==> src/rtl/cdq_pkg.sv <==
// Package for the circular deque: defaults, field widths, command,
// status and sequencer codes.
// No dependencies; compile first.
package cdq_pkg;

  localparam int unsigned DepthDef     = 8;
  localparam int unsigned DataWidthDef = 32;

  localparam int unsigned CmdW   = 2;
  localparam int unsigned ValueW = 32;
  localparam int unsigned StatW  = 2;

  typedef enum logic [CmdW-1:0] {
    CMD_PUSH_REAR  = 2'd0,
    CMD_PUSH_FRONT = 2'd1,
    CMD_POP_REAR   = 2'd2,
    CMD_POP_FRONT  = 2'd3
  } cmd_e;

  typedef enum logic [StatW-1:0] {
    ST_DONE  = 2'd0,
    ST_FULL  = 2'd1,
    ST_EMPTY = 2'd2
  } status_e;

  typedef enum logic {
    S_IDLE = 1'b0,
    S_READ = 1'b1
  } state_e;

endpackage

==> src/rtl/cdq_if.sv <==
// Valid/ready channel interfaces of the circular deque: command channel
// and response channel.
// Depends on cdq_pkg.
interface cdq_cmd_if;
  import cdq_pkg::*;

  logic                     valid;
  logic                     ready;
  logic [CmdW-1:0]          command;
  logic signed [ValueW-1:0] value_in;

  modport source (output valid, output command, output value_in, input ready);
  modport sink   (input valid, input command, input value_in, output ready);
endinterface

interface cdq_rsp_if;
  import cdq_pkg::*;

  logic                     valid;
  logic                     ready;
  logic signed [ValueW-1:0] value_out;
  logic [StatW-1:0]         status;

  modport source (output valid, output value_out, output status, input ready);
  modport sink   (input valid, input value_out, input status, output ready);
endinterface

==> src/rtl/cdq_ram.sv <==
// Generic single-write, single-read RAM with registered read data.
// No dependencies.
module cdq_ram #(
  parameter int unsigned WIDTH = 32,
  parameter int unsigned DEPTH = 8
) (
  input  logic                     clk_i,
  input  logic                     we_i,
  input  logic [$clog2(DEPTH)-1:0] waddr_i,
  input  logic [WIDTH-1:0]         wdata_i,
  input  logic                     re_i,
  input  logic [$clog2(DEPTH)-1:0] raddr_i,
  output logic [WIDTH-1:0]         rdata_o
);

  logic [WIDTH-1:0] mem_q [DEPTH];
  logic [WIDTH-1:0] rdata_q;

  always_ff @(posedge clk_i) begin
    if (we_i) begin
      mem_q[waddr_i] <= wdata_i;
    end
    if (re_i) begin
      rdata_q <= mem_q[raddr_i];
    end
  end

  assign rdata_o = rdata_q;

endmodule

==> src/rtl/circular_deque_top.sv <==
// Circular deque: DEPTH-entry ring in a RAM, front/rear indices, empty flag.
// Responses: an insert or refused command answers from the result register;
// a removal reads the RAM, then loads the result register, and no new command
// is taken meanwhile. Throughput: one insert per cycle unless responses stall.
// Reset: indices to zero, deque empty, output idle; RAM contents not cleared.
// Depends on cdq_pkg, cdq_if, cdq_ram.
module circular_deque_top #(
  parameter int unsigned DEPTH      = cdq_pkg::DepthDef,
  parameter int unsigned DATA_WIDTH = cdq_pkg::DataWidthDef
) (
  input  logic  clk_i,
  input  logic  rst_ni,
  cdq_cmd_if.sink   cmd_i,
  cdq_rsp_if.source rsp_o
);
  import cdq_pkg::*;

  localparam int unsigned IdxW = $clog2(DEPTH);
  localparam logic [IdxW-1:0] IdxLast = IdxW'(DEPTH - 1);
  localparam logic [IdxW-1:0] IdxZero = '0;

  state_e          state_q, state_d;
  logic [IdxW-1:0] front_q, front_d;
  logic [IdxW-1:0] rear_q, rear_d;
  logic            empty_q, empty_d;
  logic            out_valid_q, out_valid_d;
  logic [ValueW-1:0] out_val_q, out_val_d;
  status_e         out_stat_q, out_stat_d;

  logic                  accept;
  cmd_e                  cmd;
  logic                  full;
  logic [IdxW-1:0]       rear_next, rear_prev, front_next, front_prev;
  logic                  ram_we, ram_re;
  logic [IdxW-1:0]       ram_waddr, ram_raddr;
  logic [DATA_WIDTH-1:0] ram_wdata, ram_rdata;
  logic [ValueW-1:0]     rd_val;

  assign cmd = cmd_e'(cmd_i.command);

  // Fit the 32-bit value to the stored width and back.
  generate
    if (DATA_WIDTH <= ValueW) begin : g_narrow
      assign ram_wdata = cmd_i.value_in[DATA_WIDTH-1:0];
      if (DATA_WIDTH == ValueW) begin : g_same
        assign rd_val = ram_rdata;
      end else begin : g_pad
        assign rd_val = {{(ValueW-DATA_WIDTH){1'b0}}, ram_rdata};
      end
    end else begin : g_wide
      assign ram_wdata = {{(DATA_WIDTH-ValueW){cmd_i.value_in[ValueW-1]}}, cmd_i.value_in};
      assign rd_val    = ram_rdata[ValueW-1:0];
    end
  endgenerate

  assign rear_next  = (rear_q == IdxLast)  ? IdxZero : rear_q + 1'b1;
  assign rear_prev  = (rear_q == IdxZero)  ? IdxLast : rear_q - 1'b1;
  assign front_next = (front_q == IdxLast) ? IdxZero : front_q + 1'b1;
  assign front_prev = (front_q == IdxZero) ? IdxLast : front_q - 1'b1;
  assign full       = !empty_q && (rear_next == front_q);

  // Take an item only when the result register is free by the time it loads.
  assign cmd_i.ready = (state_q == S_IDLE) && (!out_valid_q || rsp_o.ready);
  assign accept      = cmd_i.valid && cmd_i.ready;

  // Next state.
  always_comb begin
    state_d = state_q;
    unique case (state_q)
      S_IDLE: begin
        if (accept && !empty_q &&
            (cmd == CMD_POP_REAR || cmd == CMD_POP_FRONT)) begin
          state_d = S_READ;
        end
      end
      S_READ:  state_d = S_IDLE;
      default: state_d = S_IDLE;
    endcase
  end

  // Index update, RAM access and result register.
  always_comb begin
    front_d     = front_q;
    rear_d      = rear_q;
    empty_d     = empty_q;
    ram_we      = 1'b0;
    ram_waddr   = IdxZero;
    ram_re      = 1'b0;
    ram_raddr   = IdxZero;
    out_valid_d = out_valid_q && !rsp_o.ready;
    out_val_d   = out_val_q;
    out_stat_d  = out_stat_q;

    if (state_q == S_READ) begin
      out_valid_d = 1'b1;
      out_val_d   = rd_val;
      out_stat_d  = ST_DONE;
    end else if (accept) begin
      unique case (cmd)
        CMD_PUSH_REAR, CMD_PUSH_FRONT: begin
          out_valid_d = 1'b1;
          out_val_d   = '0;
          if (full) begin
            out_stat_d = ST_FULL;
          end else begin
            out_stat_d = ST_DONE;
            ram_we     = 1'b1;
            if (empty_q) begin
              front_d   = IdxZero;
              rear_d    = IdxZero;
              empty_d   = 1'b0;
              ram_waddr = IdxZero;
            end else if (cmd == CMD_PUSH_REAR) begin
              rear_d    = rear_next;
              ram_waddr = rear_next;
            end else begin
              front_d   = front_prev;
              ram_waddr = front_prev;
            end
          end
        end
        CMD_POP_REAR, CMD_POP_FRONT: begin
          if (empty_q) begin
            out_valid_d = 1'b1;
            out_val_d   = '0;
            out_stat_d  = ST_EMPTY;
          end else begin
            // Read now and answer from the read state; indices move right away.
            ram_re    = 1'b1;
            ram_raddr = (cmd == CMD_POP_REAR) ? rear_q : front_q;
            if (front_q == rear_q) begin
              front_d = IdxZero;
              rear_d  = IdxZero;
              empty_d = 1'b1;
            end else if (cmd == CMD_POP_REAR) begin
              rear_d = rear_prev;
            end else begin
              front_d = front_next;
            end
          end
        end
        default: ;
      endcase
    end
  end

  always_ff @(posedge clk_i or negedge rst_ni) begin
    if (!rst_ni) begin
      state_q     <= S_IDLE;
      front_q     <= '0;
      rear_q      <= '0;
      empty_q     <= 1'b1;
      out_valid_q <= 1'b0;
    end else begin
      state_q     <= state_d;
      front_q     <= front_d;
      rear_q      <= rear_d;
      empty_q     <= empty_d;
      out_valid_q <= out_valid_d;
    end
  end

  always_ff @(posedge clk_i) begin
    out_val_q  <= out_val_d;
    out_stat_q <= out_stat_d;
  end

  cdq_ram #(
    .WIDTH (DATA_WIDTH),
    .DEPTH (DEPTH)
  ) u_ram (
    .clk_i   (clk_i),
    .we_i    (ram_we),
    .waddr_i (ram_waddr),
    .wdata_i (ram_wdata),
    .re_i    (ram_re),
    .raddr_i (ram_raddr),
    .rdata_o (ram_rdata)
  );

  assign rsp_o.valid     = out_valid_q;
  assign rsp_o.value_out = out_val_q;
  assign rsp_o.status    = out_stat_q;

  // The result register must be free while a read is in flight.
  a_read_slot_free: assert property (@(posedge clk_i) disable iff (!rst_ni)
    state_q == S_READ |-> !out_valid_q)
    else $error("result register busy during RAM read");

  // An empty deque keeps both indices at zero.
  a_empty_idx_zero: assert property (@(posedge clk_i) disable iff (!rst_ni)
    empty_q |-> (front_q == IdxZero && rear_q == IdxZero))
    else $error("empty deque with nonzero index");

  // Indices stay inside the ring.
  a_idx_range: assert property (@(posedge clk_i) disable iff (!rst_ni)
    front_q <= IdxLast && rear_q <= IdxLast)
    else $error("deque index out of range");

  // A removal from a non-empty deque answers with done after the read.
  a_pop_answer: assert property (@(posedge clk_i) disable iff (!rst_ni)
    state_q == S_READ |=> (out_valid_q && out_stat_q == ST_DONE))
    else $error("removal result not loaded after read");

  // No write while a read is pending.
  a_no_write_in_read: assert property (@(posedge clk_i) disable iff (!rst_ni)
    state_q == S_READ |-> !ram_we)
    else $error("RAM write during pending read");

endmodule

==> src/flat_wrapper.sv <==
// flat-port wrapper written by rule: the top's interface ports become plain ports
module circular_deque_top_flat import cdq_pkg::*;
#(
  parameter int unsigned DEPTH      = cdq_pkg::DepthDef,
  parameter int unsigned DATA_WIDTH = cdq_pkg::DataWidthDef
)
  (clk_i, rst_ni, cmd_i_valid, cmd_i_command, cmd_i_value_in, cmd_i_ready, rsp_o_valid, rsp_o_value_out, rsp_o_status, rsp_o_ready);
  cdq_cmd_if cmd_i_i ();
  cdq_rsp_if rsp_o_i ();
  input  logic clk_i;
  input  logic rst_ni;
  input wire logic [$bits(cmd_i_i.valid)-1:0] cmd_i_valid;
  input wire logic [$bits(cmd_i_i.command)-1:0] cmd_i_command;
  input wire logic [$bits(cmd_i_i.value_in)-1:0] cmd_i_value_in;
  output wire logic [$bits(cmd_i_i.ready)-1:0] cmd_i_ready;
  output wire logic [$bits(rsp_o_i.valid)-1:0] rsp_o_valid;
  output wire logic [$bits(rsp_o_i.value_out)-1:0] rsp_o_value_out;
  output wire logic [$bits(rsp_o_i.status)-1:0] rsp_o_status;
  input wire logic [$bits(rsp_o_i.ready)-1:0] rsp_o_ready;
  assign cmd_i_i.valid = cmd_i_valid;
  assign cmd_i_i.command = cmd_i_command;
  assign cmd_i_i.value_in = cmd_i_value_in;
  assign cmd_i_ready = cmd_i_i.ready;
  assign rsp_o_valid = rsp_o_i.valid;
  assign rsp_o_value_out = rsp_o_i.value_out;
  assign rsp_o_status = rsp_o_i.status;
  assign rsp_o_i.ready = rsp_o_ready;
  circular_deque_top #(.DEPTH(DEPTH), .DATA_WIDTH(DATA_WIDTH)) u_core (.clk_i(clk_i), .rst_ni(rst_ni), .cmd_i(cmd_i_i), .rsp_o(rsp_o_i));
endmodule
==> config.mk <==
export PLATFORM = sky130hd
export DESIGN_NAME = circular_deque_top_flat
export DESIGN_NICKNAME = d
export VERILOG_FILES = /design/src/rtl/cdq_pkg.sv /design/src/rtl/cdq_if.sv /design/src/rtl/cdq_ram.sv /design/src/rtl/circular_deque_top.sv /design/src/flat_wrapper.sv
export SDC_FILE = /design/constraint.sdc
export NUM_CORES = 1
export LEC_CHECK = 0
export ABC_AREA = 1
export ABC_CLOCK_PERIOD_IN_PS = 4000
export BUFFER_PORTS_ARGS = -buffer_cell sky130_fd_sc_hd__buf_4
export CAP_MARGIN = 0
export CORE_MARGIN = 1
export CORE_UTILIZATION = 61
export DETAILED_ROUTE_END_ITERATION = 8
export PLACE_DENSITY = 0.78
export SETUP_SLACK_MARGIN = 0.3
export SYNTH_ARGS = -nofsm -noshare
export SYNTH_HDL_FRONTEND = slang
export SYNTH_SLANG_ARGS = --single-unit
==> constraint.sdc <==
create_clock -name clk_i -period 4 [get_ports clk_i]
set_input_delay 0.2 -clock clk_i [delete_from_list [all_inputs] [get_ports clk_i]]
set_output_delay 0.2 -clock clk_i [all_outputs]
set_load 0.01 [all_outputs]
==> impl_results.md <==
- Worst hold path class: primary input to flip-flop
- CTS Buf Count: 34
- RSZ-0062 raised after global routing: no
- Detail Route Antenna Nets: 0
- Start point of the worst hold path: cmd_i_valid
- WL/cell: 17.3 um
- R2R depth: 8
- Mapped Cells: 1322
- Buffers on Ports: 73
- Synth warn: 0
- Dpl hpwl: 16.1 mm
- GP Congestion: 0.865
- Worst setup EP type: flip-flop
- Iteration count of the initial detailed-routing pass: 5
- Die area: 24300 um^2
- Crit path cell chain: ha_1 -> ha_1 -> nor2_1 -> nor2_1 -> nor3_2 -> inv_1 -> nor2_4 -> buf_4
- # setup viols final: 0
- Skew final: 0.0122 ns
- Slew Viols, Final: 0
- # nets final: 1464
- Sequential fraction of the synthesis area: 0.683
- WHS: 0.0231 ns
- Initial antenna violation count: 0
- Layout area overhead: 16.0%
- CP peak stage delay: 0.59 ns
- Syn_nets: 1368
- Worst Tran Pin Value: 1.11 ns
- Non-filler instance count after layout: 1756
- Startpoint type of the worst setup path: flip-flop
- Synthesized area: 14500 um^2
- Largest net degree at the start of global routing: 129
- Syn_area_per_cell: 10.9 um^2
- H-tree depth: 2
- Setup TNS: 0 ns
- Row cnt: 55
- Initial Utilization: 0.631
- CP Max Fanout: 17
- Number of setup buffers added after CTS: 0
- Peak VDD IR: 401 uV
- Crit path kind: flip-flop to flip-flop
- Bufs on Longest Clock Path: 3
- CP arrival: 3.41 ns
- Remaining DRCs: 0
- CTS tree: done
- Status: completed
- Total design power: 9.28 mW
- Root Driver: clkbuf_16
- Placed cell count: 1662
- WHS Path Cells: 3
- Slowest-stage cell, CP: nor2_4
- Yosys reg bits: 331
- Initial DRC Count: 654
- Clk pin slew, worst setup/hold paths: 0.06 ns
- Cell Pwr Density: 553 nW/um^2
- Worst skew pair latency: 0.52 ns
- # diodes: 0
- Max Freq: 0.314 GHz
- Core area: 22900 um^2
- Critical R2R Launch: u_core.rear_q[0]
- Final hold vios: 0
- Vias in the first global route: 9424
- Fillers: 1508
- Crit path time final: 3.19 ns
- MaxCap Viol Count: 0
- Slew HR: 0.260
- Netlist cell types: 29
- Grt ovf: 0
- Die height: 156 um
- Leak: 7.19 nW
- Fin crit share: 0.797
- GRT Util Overall: 0.258
- Post-Route WL: 30.3 mm
- Die W: 156 um
- CP startpoint: u_core.rear_q[0]
- I/O pin count: 74
- Req. time, crit path: 4.22 ns
- Clock Sinks: 331
- First-pass GRT wire length: 48.0 mm
- Share of post-route cells with drive strength above 1: 0.109
- Average vias per placed instance: 5.44
- Routed via count: 9558
==> metal layers <==
layer  up-vias  GRT usage  wire, um  part of all wire
li1       4555          -         -                 -
met1      4571      0.329     12200              0.40
met2       377      0.451     15600              0.51
met3        55     0.0392      1860             0.061
met4         0     0.0850       655             0.022
met5         -          0         0                 0
==> final cells by class <==
type,instances,area [um^2],area share
Sequential cell,331,9880,0.589
Clock buffer,45,913,0.0545
Tap cell,313,392,0.0234
Timing Repair Buffer,126,1120,0.0666
Multi-Input combinational cell,711,3490,0.208
Inverter,214,807,0.0482
Clock inverter,16,166,0.00993
==> power breakdown <==
| part | total (mW) | switching [mW] | internal, mW | leakage (nW) |
|---|---|---|---|---|
| Clock | 3.08 | 1.27 | 1.81 | 0.520 |
| Combinational | 1.83 | 1.26 | 0.569 | 3.63 |
| Sequential | 4.36 | 0.126 | 4.24 | 3.05 |
==> kinds of logic (layout without fill, tap and decap cells) <==
logic type	Yosys count	count (layout)	synth area share
AO/OA/AOI/OAI	27	27	0.0102
XOR/XNOR	2	2	0.00121
flip-flops	331	331	0.683
AND/OR/NAND/NOR	674	674	0.218
buffers and inverters	280	401	0.0806
adder cells (fa/ha/maj)	8	8	0.00693
==> critical path, delay by kind of cell, from the launching register on <==
kind                     cells  cell delay [ns]
adder cells (fa/ha/maj)      2             0.40
AND/OR/NAND/NOR              4             1.48
flip-flops                   1             0.41
buffers and inverters        2             0.61
==> through the flow <==
step                 util  area (um^2)  setup slack [ns]
floorplan               -        14500             0.766
global placement    0.670        15300             0.903
detailed placement  0.670        15300             0.827
CTS                 0.731        16800             0.814
global route        0.731        16800             0.619
finish              0.731        16800             0.810
==> flip-flops by register name (all words and copies together), names as in the netlist <==
register and count:
u_core.empty_q 1, u_core.front_q 3, u_core.rear_q 3, u_core.rsp_o.status 2
u_core.rsp_o.valid 1, u_core.rsp_o.value_out 32, u_core.state_q 1, u_core.u_ram.mem_q 256
u_core.u_ram.rdata_o 32
==> worst paths after layout <==
kind,end,slack [ns]
worst max-delay path,u_core.u_ram.mem_q[7][11],0.81
worst min-delay path,u_core.state_q,0.02
worst max register to register,u_core.u_ram.mem_q[7][11],0.81
worst min register to register,u_core.rsp_o.value_out[3],0.50
max in group asynchronous,u_core.empty_q,3.72
min in group asynchronous,u_core.front_q[1],0.06
==> cells in the mapped netlist <==
cell,count,share of area
buf_2,44,0.015
nor2_4,1,0.00078
nor3_1,1,0.00035
o21ai_1,1,0.00035
clkbuf_1,8,0.0021
nor3_2,2,0.0014
buf_6,1,0.00078
ha_1,8,0.0069
o211ai_1,1,0.00052
xnor2_1,1,0.00061
nand3_1,170,0.059
dfstp_2,1,0.0018
dfxtp_1,2,0.0028
o21a_1,1,0.00052
dfrtp_1,8,0.014
edfxtp_1,320,0.66
o21ai_0,14,0.0048
nand3b_1,97,0.050
buf_4,13,0.0068
xor2_1,1,0.00061
inv_1,210,0.055
nand2_1,376,0.098
o21bai_1,3,0.0016
a21oi_1,7,0.0024
inv_2,3,0.00078
inv_4,1,0.00043
nand2_2,2,0.00087
nand3_4,1,0.0012
nor2_1,24,0.0062
==> cells in the final DEF (no fill, tap or decap), types with 8 or more instances in the layout <==
cell type | synthesis | routed
nand3b_1 | 97 | 97
nor2_4 | 1 | 9
nand2_1 | 376 | 374
o21ai_0 | 14 | 14
inv_1 | 210 | 210
nand3_1 | 170 | 170
dfrtp_1 | 8 | 8
ha_1 | 8 | 8
clkinv_1 | 0 | 8
dlygate4sd3_1 | 0 | 33
nor2_1 | 24 | 16
clkbuf_1 | 8 | 10
buf_4 | 13 | 86
clkbuf_16 | 0 | 35
edfxtp_1 | 320 | 320
==> what timing repair did <==
| action | 4_1_cts | 5_1_grt |
|---|---|---|
| hold endpoints to repair | 265 | 0 |
| hold buffers | 33 | 0 |
| resized for setup | 0 | 0 |
Power figures use the tool's default switching activity.
